[src/hdl/u8v_pkg.sv]
// UTF-8 stream validator package: word types, status codes, state record
// and the small helper functions used by the decode stage.
// No dependencies.
package u8v_pkg;

   localparam int unsigned ScalarWidth = 21;

   typedef logic [2:0] status_type;

   localparam status_type StOk       = 3'd0;
   localparam status_type StControl  = 3'd1;
   localparam status_type StBadLead  = 3'd2;
   localparam status_type StBadCont  = 3'd3;
   localparam status_type StBadScal  = 3'd4;

   localparam logic [7:0] LeadTwoLo   = 8'hC2;
   localparam logic [7:0] LeadTwoHi   = 8'hDF;
   localparam logic [7:0] LeadThreeLo = 8'hE0;
   localparam logic [7:0] LeadThreeHi = 8'hEF;
   localparam logic [7:0] LeadFourLo  = 8'hF0;
   localparam logic [7:0] LeadFourHi  = 8'hF4;
   localparam logic [7:0] AsciiLimit  = 8'h80;

   localparam logic [ScalarWidth-1:0] MinTwo        = 21'h00080;
   localparam logic [ScalarWidth-1:0] MinThree      = 21'h00800;
   localparam logic [ScalarWidth-1:0] MinFour       = 21'h10000;
   localparam logic [ScalarWidth-1:0] ScalarMax     = 21'h10FFFF;
   localparam logic [ScalarWidth-1:0] SurrogateLo   = 21'h0D800;
   localparam logic [ScalarWidth-1:0] SurrogateHi   = 21'h0DFFF;

   typedef struct packed {
      logic [7:0] byte_value;
      logic       last_byte;
   } req_type;

   typedef struct packed {
      status_type                 status;
      logic                       scalar_ready;
      logic [ScalarWidth-1:0]     scalar_value;
      logic                       string_end;
   } rsp_type;

   typedef struct packed {
      logic [1:0]             pending_count;
      logic [ScalarWidth-1:0] partial_scalar;
      logic [1:0]             minimum_class;
      status_type             latched_error;
   } state_type;

   // smallest legal scalar for a sequence of the given class
   function automatic logic [ScalarWidth-1:0] class_minimum(input logic [1:0] cls);
      logic [ScalarWidth-1:0] res;
      unique case (cls)
         2'd1:    res = MinTwo;
         2'd2:    res = MinThree;
         2'd3:    res = MinFour;
         default: res = '0;
      endcase
      return res;
   endfunction

   // NUL and C0 controls other than tab, LF and CR
   function automatic logic is_control(input logic [7:0] c);
      return (c < 8'd32) && (c != 8'h09) && (c != 8'h0A) && (c != 8'h0D);
   endfunction

endpackage

[src/hdl/utf8_stream_validator_top.sv]
// UTF-8 stream validator top level: input word register, decode, result
// register and the sequence state. Depends on u8v_pkg and u8v_decode.
// Path: a word accepted into the input register is decoded into the result
//   register and from there shown on rsp_.
// Throughput: one word per cycle when rsp_stall is low; state_ff alone closes the loop.
// Reset: synchronous; empties both registers and clears all sequence state.
module utf8_stream_validator_top (
   input  logic             clock,
   input  logic             reset,
   input  logic             req_valid,
   output logic             req_stall,
   input  u8v_pkg::req_type req_data,
   output logic             rsp_valid,
   input  logic             rsp_stall,
   output u8v_pkg::rsp_type rsp_data
);

   logic               in_valid_ff,  in_valid_in;
   u8v_pkg::req_type   in_data_ff,   in_data_in;
   logic               out_valid_ff, out_valid_in;
   u8v_pkg::rsp_type   out_data_ff,  out_data_in;
   u8v_pkg::state_type state_ff,     state_in;

   u8v_pkg::rsp_type   dec_word;
   u8v_pkg::state_type dec_state;
   logic               out_open;
   logic               in_open;
   logic               dec_fire;

   u8v_decode u_decode (
      .req_word  (in_data_ff),
      .cur_state (state_ff),
      .rsp_word  (dec_word),
      .nxt_state (dec_state)
   );

   assign out_open = !out_valid_ff || !rsp_stall;
   assign in_open  = !in_valid_ff || out_open;
   assign dec_fire = in_valid_ff && out_open;

   always_comb begin
      in_valid_in  = in_open ? req_valid : in_valid_ff;
      in_data_in   = (in_open && req_valid) ? req_data : in_data_ff;
      out_valid_in = out_open ? in_valid_ff : out_valid_ff;
      out_data_in  = dec_fire ? dec_word : out_data_ff;
      // advance the state only when the decoded word moves on
      state_in     = dec_fire ? dec_state : state_ff;
   end

   always_ff @(posedge clock) begin
      if (reset) begin
         in_valid_ff  <= 1'b0;
         out_valid_ff <= 1'b0;
         state_ff     <= '0;
      end else begin
         in_valid_ff  <= in_valid_in;
         out_valid_ff <= out_valid_in;
         state_ff     <= state_in;
      end
   end

   always_ff @(posedge clock) begin
      in_data_ff  <= in_data_in;
      out_data_ff <= out_data_in;
   end

   assign req_stall = !in_open;
   assign rsp_valid = out_valid_ff;
   assign rsp_data  = out_data_ff;

   a_end_clears: assert property (@(posedge clock) disable iff (reset)
      (dec_fire && in_data_ff.last_byte) |=> (state_ff == '0))
      else $error("state not cleared after string end");

   a_error_sticks: assert property (@(posedge clock) disable iff (reset)
      (state_ff.latched_error != u8v_pkg::StOk && !(dec_fire && in_data_ff.last_byte))
      |=> $stable(state_ff.latched_error))
      else $error("latched error changed before string end");

   a_ready_ok: assert property (@(posedge clock) disable iff (reset)
      (rsp_valid && rsp_data.scalar_ready)
      |-> (rsp_data.status == u8v_pkg::StOk && rsp_data.scalar_value <= u8v_pkg::ScalarMax))
      else $error("scalar given with error status or out of range");

   a_no_open_at_end: assert property (@(posedge clock) disable iff (reset)
      (rsp_valid && rsp_data.string_end && rsp_data.status == u8v_pkg::StOk)
      |-> (state_ff.pending_count == 2'd0))
      else $error("string ended ok with sequence open");

endmodule

[src/hdl/u8v_decode.sv]
// UTF-8 stream validator decode logic: one byte plus the sequence state in,
// the result word and the next sequence state out. Purely combinational.
// Depends on u8v_pkg.
module u8v_decode (
   input  u8v_pkg::req_type   req_word,
   input  u8v_pkg::state_type cur_state,
   output u8v_pkg::rsp_type   rsp_word,
   output u8v_pkg::state_type nxt_state
);

   logic [7:0]                         c;
   logic [u8v_pkg::ScalarWidth-1:0]    cont_scalar;
   logic [1:0]                         pend_dec;
   logic                               scalar_bad;
   u8v_pkg::status_type                status;
   logic                               ready;
   logic [u8v_pkg::ScalarWidth-1:0]    value;

   assign c           = req_word.byte_value;
   assign cont_scalar = {cur_state.partial_scalar[u8v_pkg::ScalarWidth-7:0], c[5:0]};
   assign pend_dec    = cur_state.pending_count - 2'd1;
   assign scalar_bad  = (cont_scalar < u8v_pkg::class_minimum(cur_state.minimum_class))
                     || (cont_scalar > u8v_pkg::ScalarMax)
                     || ((cont_scalar >= u8v_pkg::SurrogateLo)
                         && (cont_scalar <= u8v_pkg::SurrogateHi));

   always_comb begin
      nxt_state = cur_state;
      status    = u8v_pkg::StOk;
      ready     = 1'b0;
      value     = '0;

      if (cur_state.latched_error != u8v_pkg::StOk) begin
         status = cur_state.latched_error;
      end else if (cur_state.pending_count == 2'd0) begin
         priority if (u8v_pkg::is_control(c)) begin
            status = u8v_pkg::StControl;
         end else if (c < u8v_pkg::AsciiLimit) begin
            ready = 1'b1;
            value = {{(u8v_pkg::ScalarWidth-8){1'b0}}, c};
         end else if (c >= u8v_pkg::LeadTwoLo && c <= u8v_pkg::LeadTwoHi) begin
            nxt_state.pending_count  = 2'd1;
            nxt_state.partial_scalar = {{(u8v_pkg::ScalarWidth-5){1'b0}}, c[4:0]};
            nxt_state.minimum_class  = 2'd1;
         end else if (c >= u8v_pkg::LeadThreeLo && c <= u8v_pkg::LeadThreeHi) begin
            nxt_state.pending_count  = 2'd2;
            nxt_state.partial_scalar = {{(u8v_pkg::ScalarWidth-4){1'b0}}, c[3:0]};
            nxt_state.minimum_class  = 2'd2;
         end else if (c >= u8v_pkg::LeadFourLo && c <= u8v_pkg::LeadFourHi) begin
            nxt_state.pending_count  = 2'd3;
            nxt_state.partial_scalar = {{(u8v_pkg::ScalarWidth-3){1'b0}}, c[2:0]};
            nxt_state.minimum_class  = 2'd3;
         end else begin
            status = u8v_pkg::StBadLead;
         end
      end else if (c[7:6] != 2'b10) begin
         status = u8v_pkg::StBadCont;
      end else begin
         nxt_state.partial_scalar = cont_scalar;
         nxt_state.pending_count  = pend_dec;
         if (pend_dec == 2'd0) begin
            if (scalar_bad) begin
               status = u8v_pkg::StBadScal;
            end else begin
               ready = 1'b1;
               value = cont_scalar;
            end
            nxt_state.partial_scalar = '0;
            nxt_state.minimum_class  = 2'd0;
         end
      end

      // string ends with a sequence still open
      if (cur_state.latched_error == u8v_pkg::StOk && status == u8v_pkg::StOk
          && req_word.last_byte && nxt_state.pending_count != 2'd0) begin
         status = u8v_pkg::StBadCont;
      end

      // latch the first error and drop the scalar
      if (cur_state.latched_error == u8v_pkg::StOk && status != u8v_pkg::StOk) begin
         nxt_state.latched_error = status;
         ready = 1'b0;
         value = '0;
      end

      if (req_word.last_byte) begin
         nxt_state = '0;
      end
   end

   assign rsp_word.status       = status;
   assign rsp_word.scalar_ready = ready;
   assign rsp_word.scalar_value = value;
   assign rsp_word.string_end   = req_word.last_byte;

endmodule

[config.mk]
export PLATFORM = sky130hd
export DESIGN_NAME = utf8_stream_validator_top
export DESIGN_NICKNAME = d
export VERILOG_FILES = /design/src/hdl/u8v_pkg.sv /design/src/hdl/utf8_stream_validator_top.sv /design/src/hdl/u8v_decode.sv
export SDC_FILE = /design/constraint.sdc
export NUM_CORES = 1
export LEC_CHECK = 0
export ABC_CLOCK_PERIOD_IN_PS = 5000
export BUFFER_PORTS_ARGS = -buffer_cell sky130_fd_sc_hd__buf_4
export CAP_MARGIN = 10
export CORE_ASPECT_RATIO = 0.9
export CORE_MARGIN = 2
export CORE_UTILIZATION = 50
export DETAILED_ROUTE_END_ITERATION = 10
export GPL_ROUTABILITY_DRIVEN = 0
export GPL_TIMING_DRIVEN = 0
export PLACE_DENSITY = 0.71
export SYNTH_ARGS = -nofsm -noshare
export SYNTH_HDL_FRONTEND = slang
export SYNTH_SLANG_ARGS = --single-unit
[constraint.sdc]
create_clock -name clock -period 5 [get_ports clock]
set_input_delay 1.25 -clock clock [delete_from_list [all_inputs] [get_ports clock]]
set_output_delay 1.25 -clock clock [all_outputs]
set_load 0.01 [all_outputs]
Word-level counts from Yosys, hierarchy flattened
Cells that the tools add are included.
Widths: inputs -> output; s select.
{ "word_totals": {"reg_bits": 59, "latch_bits": 0, "ramBits": 0, "romBits": 0, "input_bits": 13, "word_cells": 106, "memories": 0} }
{ "op_classes": {"n_addsub": 1, "n_mul": 0, "n_div": 0, "n_lt_le_gt_ge": 12, "eq_ne": 12, "shifts": 0, "muxes": 35, "bitwise": 0, "reduce_logical": 34} }
{ "op_table": {"columns": ["operator", "n"], "rows": [
  ["$mux 25", 8],
  ["$mux 21", 5],
  ["$pmux 17 s3", 1],
  ["$mux 3", 11],
  ["$mux 28", 1],
  ["$ge 8x8->1 const B", 3],
  ["$le 8x8->1 const B", 3],
  ["$ne 8x4->1 const B", 3],
  ["$mux 23", 1],
  ["$ge 21x16->1 const B", 1],
  ["$gt 21x21->1 const B", 1],
  ["$le 21x16->1 const B", 1],
  ["$lt 21x17->1", 1],
  ["$logic_and 1x1->1", 13],
  ["$reduce_bool 3->1", 3],
  ["$lt 8x6->1 const B", 1],
  ["$lt 8x8->1 const B", 1],
  ["$mux 8", 1],
  ["$reduce_and 7->1", 1],
  ["$logic_not 3->1", 2],
  ["$mux 1", 6],
  ["$ne 3x3->1 const B", 2],
  ["$reduce_and 6->1", 1],
  ["$ne 5x5->1 const B", 1],
  ["12 further kinds", 22]
]} }

Depth between registers and ports, before layout
Gate-level depths: netlist of run 1.
{ "logic_depth": {"ltp_word": 19, "mapped_depth": 8, "depth_no_buf": 7} }

Cells and area by module
Synthesis of run 1 repeated with hierarchy kept, for this count alone.
{ "hier_totals": {"cells_unflattened": 363, "area_unflattened_um2": 3634.7} }
{ "modules_own_cells": {"columns": ["mod", "instances", "cells_each", "area_per_inst_um2", "seq_area_each_um2"], "rows": [
  ["utf8_stream_validator_top", 1, 166, 2386.0, 1651.6],
  ["u8v_decode", 1, 197, 1248.7, 0.0]
]} }

Worst setup path before layout of run 1
Ideal clock, no wire load.
{ "synth_timing": {"path_kind": "input port to output port", "startpoint": "in rsp_stall", "endpoint": "out req_stall", "arrival_ns": 1.469, "path_slack_ns": 2.281, "cell_stages": 1, "path_buffers": 0, "path_cell_list": "and3_1"} }
{ "synth_between": {"elab_chain_len": 4} }
{ "synth_rtl": {"columns": ["element", "line_no", "source"], "rows": [
  ["start: declaration", "utf8_stream_validator_top.sv:14", "input logic rsp_stall,"],
  ["$logic_not 1->1", "utf8_stream_validator_top.sv:37", "assign out_open = !out_valid_ff || !rsp_stall;"],
  ["$logic_or 1x1->1", "utf8_stream_validator_top.sv:37", null],
  ["$logic_or 1x1->1", "utf8_stream_validator_top.sv:38", "assign in_open = !in_valid_ff || out_open;"],
  ["$logic_not 1->1", "utf8_stream_validator_top.sv:67", "assign req_stall = !in_open;"],
  ["end: declaration", "utf8_stream_validator_top.sv:11", "output logic req_stall,"]
]} }
Every way passes these cells.

Worst setup path after layout of run 1
Same ends and word-level chain as after synthesis.

==> results of run 1 <==
-- state kept, by name, indices dropped and copies added, names as in the netlist --
| register | flops |
|---|---|
| rsp_data | 26 |
| state_ff | 22 |
| in_data_ff | 9 |
| in_valid_ff | 1 |
| rsp_valid | 1 |
-- cell usage in the layout (no fill, tap or decap), types with 6 or more instances in the layout --
cell type,Yosys,final
nor2_1,11,11
a21oi_1,6,6
clkbuf_8,0,9
o31ai_2,10,10
a211oi_2,18,18
edfxtp_1,35,35
nand2_1,20,20
buf_4,0,40
nor3_1,6,6
inv_1,24,24
o21ai_0,6,6
dfxtp_1,24,24
-- cells by family after synthesis --
group,count (synthesis),synth area share
flip-flops,59,0.528
buffers and inverters,37,0.0573
AO/OA/AOI/OAI,82,0.262
AND/OR/NAND/NOR,71,0.136
adder cells (fa/ha/maj),4,0.0172
-- path summary, 6_finish.rpt --
path,end,slack (ns),startpoint,cells past startpoint
setup / recovery,req_stall,2.04,rsp_stall,3
hold / removal,state_ff[15],0.48,state_ff[9],2
setup reg to reg,rsp_data[18],2.30,in_data_ff[5],6
hold reg to reg,state_ff[15],0.48,state_ff[9],2
-- metal layers --
layer | vias up | global-route usage
met1 | 1055 | 0.281
met2 | 70 | 0.292
met3 | 14 | 0.0661
met5 | - | 0
met4 | 0 | 0.0758
li1 | 1073 | -
-- final cells by class --
class                   count  area [um2]  share of cell area
repair buffers             40         300              0.0850
clock inverters             7         116              0.0330
well taps                  70        87.6              0.0248
plain buffers              13        76.3              0.0216
flip-flops and latches     59        1530               0.434
inverters                  24        90.1              0.0255
clock buffers               9         124              0.0351
multi-input cells         157        1200               0.341
-- per-stage QoR --
stage	instance area (um2)	cells
after floorplan	2900	253
after global placement	3290	363
after detailed placement	3290	363
after CTS	3530	379
after global routing	3530	379
final	3530	379
-- critical path: stages --
cell and delay [ns]:
buf_4 0.12, and3_1 0.20, buf_4 0.15
-- power groups by stage --
| stage | logic, mW | clock network (mW) | registers (mW) |
|---|---|---|---|
| 2_1_floorplan | 0.0783 | 0 | 0.557 |
| 3_3_place_gp | 0.121 | 0 | 0.554 |
| 3_5_place_dp | 0.124 | 0 | 0.555 |
| 4_1_cts | 0.124 | 0.532 | 0.544 |
| 5_1_grt | 0.135 | 0.551 | 0.546 |
| 6_report | 0.124 | 0.521 | 0.544 |
==> summary.md, run 1 <==
| Metric | Value |
|---|---|
| Pre-CTS setup slack | `1.95 ns` |
| Final min period | `2.96 ns` |
| Vias in the first global route | `2053` |
| Via count | `2212` |
| Die Ht | `76.3 um` |
| Share of cells above drive strength 1 | `0.324` |
| CTS root buf | `clkbuf_8` |
| Mapped Area | `2900 um2` |
| Hold Crit Class | `register to register` |
| Syn. warnings | `0` |
| Crit path kind | `primary input to output pin` |
| Max_cap viols | `0` |
| Die width | `84.3 um` |
| Req. time, crit path | `3.75 ns` |
| Post-cts sizing count | `0` |
| Highest metal used | `met4` |
| Yosys top cell area share | `0.362` |
| DR WL met3 | `337 um` |
| Status | `complete, no violations` |
| Worst IR drop on VDD | `242 uV` |
| Most numerous cell in the Yosys netlist | `edfxtp_1` |
| Syn avg cell area | `11.5 um2` |
| F_max | `338 MHz` |
| CP startpoint kind | `primary input` |
| Area leader, netlist | `edfxtp_1` |
| H-tree depth | `3` |
| Slew at the pin closest to its max-slew limit | `1.07 ns` |
| Predominant post-synthesis flop cell | `edfxtp_1` |
| Post-layout util | `0.627` |
| Max Clock Skew | `0.00678 ns` |
| # DRC | `0` |
| Wire length on met2 | `2.73 mm` |
| Fin Setup TNS | `0 ns` |
| RSZ-0062 raised after global routing | `false` |
| Clock slew at reported path FFs | `0.06 ns` |
| Total GRT Usage | `0.201` |
| Skew-Pair Late Insertion Delay | `0.34 ns` |
| Worst setup EP type | `output pin` |
| Via density | `5.84` |
| Async SR Flop Fraction | `0` |
| Sw Share | `0.233` |
| Leakage | `1.29 nW` |
| Post-synth top cells | `edfxtp_1 (35), dfxtp_1 (24), inv_1 (24)` |
| Total power | `1.19 mW` |
| Gate power share | `0.105` |
| Final-report hold violation count | `0` |
| Reg power frac | `0.457` |
| N_diodes | `0` |
| Post-Synthesis Cells | `253` |
| Setup bufs post-CTS | `0` |
| Number of synthesized flops with an enable pin | `35` |
| P_sw | `278 uW` |
| Area Growth Syn to Fin | `21.6%` |
| Period Utilization, post-route | `0.592` |
| CTS tree | `done` |
| Total CTS buffers | `9` |
| Antenna Nets Post-Route | `0` |
| Rows | `26` |
| I/O pin count | `41` |
| Endpoints failing setup | `0` |
| Clk network pwr share | `0.438` |
| Starting DRT DRC Count | `139` |
| WHS | `0.478 ns` |
| Power per cell area | `337 nW/um2` |
| Largest net degree at the start of global routing | `30` |
| HPWL Detailed | `4.37 mm` |
| Port Buf Inserts | `40` |
| Final WS setup | `2.04 ns` |
| Int Power | `913 uW` |
| DRT Pass-1 Iters | `4` |
| Sequential share of the synthesized area | `0.528` |
| Synth unique cells | `60` |
| Routed WL | `6.12 mm` |
| Critical Path AT | `1.71 ns` |
| Slew margin rel. | `0.283` |
| Maximum clock path buffer count | `2` |
| Overflow after GRT | `0` |
| # hold bufs at CTS | `0` |
| Fin. max-slew vios | `0` |
| WL met1 | `2.92 mm` |
| Fill cells | `465` |
| First-pass GRT wire length | `10.1 mm` |
| Core area | `5630 um2` |
| Syn nets | `270` |
| Critical Path Fanout Max | `3` |
| Die Footprint | `6430 um2` |
| TritonCTS sink count | `59` |
| Top cells by area, synth | `edfxtp_1 (36%), dfxtp_1 (17%), a211oi_2 (7.8%), o31ai_2 (4.3%), inv_1 (3.1%)` |
| NumNets Final | `321` |
| WL/cell | `16.2 um` |
| Starting Density | `0.516` |
| Number of antenna violations at the first check in global routing | `0` |
| Seq cells post-synth | `59` |
(Power assumes the default switching activity.)
==> inputs of run 2 (changes only) <==
--- a/config.mk
+++ b/config.mk
@@ -5,7 +5,7 @@
 export SDC_FILE = /design/constraint.sdc
 export NUM_CORES = 1
 export LEC_CHECK = 0
-export ABC_CLOCK_PERIOD_IN_PS = 5000
+export ABC_CLOCK_PERIOD_IN_PS = 2600
 export BUFFER_PORTS_ARGS = -buffer_cell sky130_fd_sc_hd__buf_4
 export CAP_MARGIN = 10
 export CORE_ASPECT_RATIO = 0.9
@@ -14,7 +14,7 @@
 export DETAILED_ROUTE_END_ITERATION = 10
 export GPL_ROUTABILITY_DRIVEN = 0
 export GPL_TIMING_DRIVEN = 0
-export PLACE_DENSITY = 0.71
+export PLACE_DENSITY = 0.74
 export SYNTH_ARGS = -nofsm -noshare
 export SYNTH_HDL_FRONTEND = slang
 export SYNTH_SLANG_ARGS = --single-unit
==> constraint.sdc (replaced) <==
create_clock -name clock -period 2.6 [get_ports clock]
set_input_delay 0.65 -clock clock [delete_from_list [all_inputs] [get_ports clock]]
set_output_delay 0.65 -clock clock [all_outputs]
set_load 0.01 [all_outputs]
==> run 2 against run 1 <==
- first-iteration DRC count unchanged
- clock power up 80%
- sequential power up 93%
- highest routed layer unchanged
==> summary.md, run 2 (synthesized netlist as in run 1, its figures left out) <==
| Metric | Value |
|---|---|
| RR Endpoint | `rsp_data[23]` |
| Total CTS buffers | `9 (unchanged)` |
| WHS | `0.464 ns (-0.0135 ns)` |
| Leakage | `1.28 nW (-0.62%)` |
| CTS root buf | `clkbuf_8` |
| Die width | `84.3 um (unchanged)` |
| R2r worst-path depth | `5 (-1)` |
| Final min period | `2.50 ns` |
| Core area | `5630 um2 (unchanged)` |
| Power per cell area | `629 nW/um2 (+87%)` |
| CTS tree | `done` |
| N_diodes | `0 (unchanged)` |
| Reg2reg start | `in_data_ff[5]` |
| HPWL Detailed | `4.33 mm (-0.85%)` |
| Number of antenna violations at the first check in global routing | `0 (unchanged)` |
| Fin. max-slew vios | `0 (unchanged)` |
| Die Ht | `76.3 um (unchanged)` |
| Fin Setup TNS | `0 ns (unchanged)` |
| R2R setup slack | `0.1 ns (-2.20 ns)` |
| Area Growth Syn to Fin | `21.8%` |
| Starting Density | `0.516 (unchanged)` |
| Req. time, crit path | `2.69 ns (-1.06 ns)` |
| Overflow after GRT | `0 (unchanged)` |
| Largest net degree at the start of global routing | `30 (unchanged)` |
| DRT Pass-1 Iters | `4 (unchanged)` |
| Die Footprint | `6430 um2 (unchanged)` |
| Critical Path AT | `2.60 ns (+0.89 ns)` |
| Status | `complete, no violations` |
| Antenna Nets Post-Route | `0 (unchanged)` |
| Skew-Pair Late Insertion Delay | `0.34 ns (about the same)` |
| First-pass GRT wire length | `10.2 mm (+1.0%)` |
| RSZ-0062 raised after global routing | `false` |
| Total GRT Usage | `0.202 (+0.00106)` |
| Max reg flops | `26 (unchanged)` |
| I/O pin count | `41 (unchanged)` |
| Critical path startpoint | `in_data_ff[5]` |
| # DRC | `0 (unchanged)` |
| Worst IR drop on VDD | `356 uV (+47%)` |
| Starting DRT DRC Count | `139 (unchanged)` |
| Worst setup EP type | `register` |
| H-tree depth | `3 (unchanged)` |
| Slew margin rel. | `0.268 (-0.0148)` |
| F_max | `399 MHz` |
| Port Buf Inserts | `40 (unchanged)` |
| Most common cell after layout, fill and taps aside | `buf_4` |
| Maximum clock path buffer count | `2 (unchanged)` |
| Biggest regs | `rsp_data (26), state_ff (22), in_data_ff (9)` |
| CP startpoint kind | `register` |
| Period Utilization, post-route | `0.963` |
| Slew at the pin closest to its max-slew limit | `1.10 ns (+0.0221 ns)` |
| Share of cells above drive strength 1 | `0.337 (+0.0129)` |
| TritonCTS sink count | `59 (unchanged)` |
| # hold bufs at CTS | `0 (unchanged)` |
| Vias in the first global route | `2059 (+0.29%)` |
| Crit path kind | `register to register` |
| Most frequent cells in the layout | `buf_4 (40), edfxtp_1 (35), inv_1 (24), dfxtp_1 (24), nand2_1 (20)` |
| Routed WL | `6.06 mm (-0.95%)` |
| NumNets Final | `321 (unchanged)` |
| Hold Crit Class | `register to register` |
| Via count | `2195 (-0.77%)` |
| WL/cell | `16.0 um (-0.95%)` |
| Via density | `5.79 (-0.77%)` |
| Max Clock Skew | `0.00988 ns (+0.00310 ns)` |
| Clock slew at reported path FFs | `0.07 ns (about the same)` |
| CP Capture Point | `rsp_data[23]` |
| Endpoints failing setup | `0 (unchanged)` |
| Rows | `26 (unchanged)` |
| Max_cap viols | `0 (unchanged)` |
| Critical Path Fanout Max | `7 (+4)` |
| Final-report hold violation count | `0 (unchanged)` |
| Reg with most FFs | `rsp_data` |
[run 2: changes by cell type in the layout (fill, tap and decap cells not counted), sizes merged]
cell      previous run  this run
bufinv               3         2
clkbuf              14        15
clkinv               3         2
clkinvlp             1         2
[run 2: power by group]
part / switching, mW / leakage (nW) / internal (mW)
Clock: 0.371 / 0.108 / 0.565
Sequential: 0.0212 / 0.533 / 1.03
Combinational: 0.145 / 0.636 / 0.0971
[run 2: metrics by stage]
step                      std cells  setup slack, ns  utilization  power, mW  instance area [um2]
final                           379           0.0951        0.628       2.23                 3540
after global routing            379           0.0157        0.628       2.30                 3540
after CTS                       379           0.0242        0.626       2.24                 3520
after detailed placement        363          0.00686        0.585       1.30                 3290
after global placement          363           0.0101        0.585       1.30                 3290
after floorplan                 253            0.372            -       1.22                 2900
[run 2: area by class of cell]
type,count,area (um2)
Inverter,24,90.1
Clock inverter,6,88.8
Buffer,13,76.3
Tap cell,70,87.6
Fill cell,455,2090
Clock buffer,10,138
Multi-Input combinational cell,157,1220
Sequential cell,59,1530
Timing Repair Buffer,40,300
[run 2: routing by layer]
metal | track usage | vias to the layer above | wire, um
met5 | 0 | - | 0
met2 | 0.293 | 86 | 2660
li1 | - | 1069 | -
met1 | 0.283 | 1025 | 2850
met4 | 0.0919 | 0 | 145
met3 | 0.0553 | 15 | 409
[run 2: worst max-delay path, cell delays in order (launching register included)]
cell and delay, ns:
edfxtp_1 0.52, or4_4 0.57, a32oi_2 0.30, nand3_2 0.12
a211o_2 0.40, a311o_1 0.34
[run 2: timing repair]
action                     4_1_cts  5_1_grt
buffers inserted                 0        0
gates resized for setup          2        4
setup endpoints to repair        8       22
[run 2: worst min-delay path by stage]
stage	start	to	depth (start not counted)
6_report	state_ff[9]	state_ff[15]	2
5_1_grt	req_data[8]	in_data_ff[8]	1
4_1_cts	req_data[6]	in_data_ff[6]	1
3_5_place_dp	state_ff[9]	state_ff[15]	2
3_3_place_gp	state_ff[9]	state_ff[15]	2
2_1_floorplan	state_ff[9]	state_ff[15]	2
==> inputs of run 3 (changes only) <==
--- a/config.mk
+++ b/config.mk
@@ -8,13 +8,16 @@
 export ABC_CLOCK_PERIOD_IN_PS = 2600
 export BUFFER_PORTS_ARGS = -buffer_cell sky130_fd_sc_hd__buf_4
 export CAP_MARGIN = 10
+export CELL_PAD_IN_SITES_DETAIL_PLACEMENT = 0
+export CELL_PAD_IN_SITES_GLOBAL_PLACEMENT = 1
 export CORE_ASPECT_RATIO = 0.9
 export CORE_MARGIN = 2
-export CORE_UTILIZATION = 50
+export CORE_UTILIZATION = 41
 export DETAILED_ROUTE_END_ITERATION = 10
 export GPL_ROUTABILITY_DRIVEN = 0
 export GPL_TIMING_DRIVEN = 0
-export PLACE_DENSITY = 0.74
+export PLACE_DENSITY = 0.76
+export SKIP_CTS_REPAIR_TIMING = 1
 export SYNTH_ARGS = -nofsm -noshare
 export SYNTH_HDL_FRONTEND = slang
 export SYNTH_SLANG_ARGS = --single-unit
==> run 3 against run 2 <==
- register-to-register slack is essentially flat
- critical path depth is the same
- design area is essentially flat
- critical path type unchanged
- critical endpoint unchanged
==> summary.md, run 3 (synthesized netlist as in run 1, its figures left out) <==
| Metric | Value |
|---|---|
| Leakage | `1.26 nW (-1.1%)` |
| RSZ-0062 raised after global routing | `false` |
| Hold depth | `2 (unchanged)` |
| Maximum clock path buffer count | `2 (unchanged)` |
| Total GRT Usage | `0.167 (-0.0351)` |
| Final-report hold violation count | `0 (unchanged)` |
| Most frequent cells in the layout | `buf_4 (40), edfxtp_1 (35), inv_1 (24), dfxtp_1 (24), nand2_1 (20)` |
| Reg2reg start | `in_data_ff[6]` |
| Worst IR drop on VDD | `330 uV (-7.2%)` |
| Overflow after GRT | `0 (unchanged)` |
| Routed WL | `5.99 mm (-1.2%)` |
| Die Footprint | `7770 um2 (+21%)` |
| Final WS setup | `0.0893 ns (-0.00577 ns)` |
| Critical Path AT | `2.60 ns (about the same)` |
| Final cell count without fillers | `402 (+6.1%)` |
| H-tree depth | `3 (unchanged)` |
| CP startpoint kind | `register` |
| First-pass GRT wire length | `9.92 mm (-2.7%)` |
| Status | `complete, no violations` |
| Rows | `29 (+12%)` |
| N_diodes | `0 (unchanged)` |
| Pre-CTS setup slack | `-0.0113 ns (-0.0182 ns)` |
| Share of cells above drive strength 1 | `0.333 (-0.00324)` |
| Die width | `92.7 um (+9.9%)` |
| CTS root buf | `clkbuf_8` |
| Critical Path Fanout Max | `7 (unchanged)` |
| CTS tree | `done` |
| Antenna Nets Post-Route | `0 (unchanged)` |
| Port Buf Inserts | `40 (unchanged)` |
| F_max | `398 MHz (-0.23%)` |
| Max Clock Skew | `0.0123 ns (+0.00240 ns)` |
| Period Utilization, post-route | `0.966 (+0.00222)` |
| Slew at the pin closest to its max-slew limit | `1.02 ns (-0.0717 ns)` |
| TritonCTS sink count | `59 (unchanged)` |
| Largest net degree at the start of global routing | `30 (unchanged)` |
| Biggest regs | `rsp_data (26), state_ff (22), in_data_ff (9)` |
| Crit path kind | `register to register` |
| Core area | `6970 um2 (+24%)` |
| Via count | `2105 (-4.1%)` |
| Die Ht | `83.8 um (+9.9%)` |
| Worst Hold End | `state_ff[15]` |
| # DRC | `0 (unchanged)` |
| RR Endpoint | `rsp_data[23]` |
| R2R setup slack | `0.09 ns (about the same)` |
| Max_cap viols | `0 (unchanged)` |
| Fin Setup TNS | `0 ns (unchanged)` |
| Starting Density | `0.417 (-0.0991)` |
| Final min period | `2.51 ns (+0.00577 ns)` |
| Hold Crit Class | `register to register` |
| DP Cell Count | `386 (+6.3%)` |
| DRT Pass-1 Iters | `4 (unchanged)` |
| Clock slew at reported path FFs | `0.07 ns (about the same)` |
| Reg with most FFs | `rsp_data` |
| Total CTS buffers | `9 (unchanged)` |
| Area Growth Syn to Fin | `21.7% (about the same)` |
| R2r worst-path depth | `5 (unchanged)` |
| HPWL Detailed | `4.46 mm (+2.9%)` |
| Endpoints failing setup | `0 (unchanged)` |
| Via density | `5.24 (-9.6%)` |
| Starting DRT DRC Count | `131 (-5.8%)` |
| WL/cell | `14.9 um (-6.9%)` |
| Hold Crit Start | `state_ff[9]` |
| I/O pin count | `41 (unchanged)` |
| Max reg flops | `26 (unchanged)` |
| Power per cell area | `599 nW/um2 (-4.8%)` |
| NumNets Final | `321 (unchanged)` |
| Worst setup EP type | `register` |
| Vias in the first global route | `1935 (-6.0%)` |
| Fin. max-slew vios | `0 (unchanged)` |
| Most common cell after layout, fill and taps aside | `buf_4` |
| Number of antenna violations at the first check in global routing | `0 (unchanged)` |
| Req. time, crit path | `2.69 ns (about the same)` |
| Skew-Pair Late Insertion Delay | `0.34 ns (about the same)` |
| Total power | `2.12 mW (-4.8%)` |
| Slew margin rel. | `0.316 (+0.0479)` |
run 3: changes by cell type in the layout (fill, tap and decap cells not counted), sizes merged:
cell,previous run,this run
bufinv,2,1
clkbuf,15,14
clkinv,2,3
inv,24,25
run 3: routing by layer:
| layer | share of wire | wire length (um) | global-route usage |
|---|---|---|---|
| met1 | 0.52 | 3090 | 0.256 |
| met5 | 0 | 0 | 0 |
| met2 | 0.42 | 2540 | 0.226 |
| met3 | 0.050 | 298 | 0.0352 |
| met4 | 0.010 | 60 | 0.0722 |
run 3: where the power goes:
part | internal, mW | switching (mW)
clock | 0.446 | 0.389
sequential | 1.03 | 0.0207
combinational | 0.0965 | 0.140
run 3: metrics by stage:
stage,util,hold WS [ns],area (um2)
2_1_floorplan,-,0.435,2900
3_3_place_gp,0.476,0.454,3320
3_5_place_dp,0.476,0.456,3320
4_1_cts,0.505,0.472,3520
5_1_grt,0.507,0.476,3530
6_report,0.507,0.469,3530
run 3: worst max path at each step:
stage / startpoint / to / slack (ns) / cells after the start
finish: in_data_ff[6] / rsp_data[23] / 0.09 / 5
global placement: in_data_ff[5] / rsp_data[14] / -0.04 / 6
global route: in_data_ff[5] / rsp_data[7] / 0.01 / 6
CTS: state_ff[26] / rsp_data[23] / -0.02 / 7
detailed placement: state_ff[26] / rsp_data[23] / -0.01 / 7
floorplan: state_ff[26] / rsp_data[23] / 0.37 / 7
run 3: worst max-delay path: stages, from the launching register on:
cell and delay [ns]:
edfxtp_1 0.52, nand4b_1 0.25, a21boi_0 0.52, a2111oi_1 0.20
a211o_2 0.42, a311o_1 0.34
run 3: final cells by class:
| class | instances | area [um2] |
|---|---|---|
| Multi-Input combinational cell | 157 | 1220 |
| Clock buffer | 9 | 124 |
| Clock inverter | 7 | 76.3 |
| Inverter | 24 | 90.1 |
| Tap cell | 93 | 116 |
| Sequential cell | 59 | 1530 |
| Fill cell | 651 | 3430 |
| Timing Repair Buffer | 40 | 300 |
| Buffer | 13 | 76.3 |
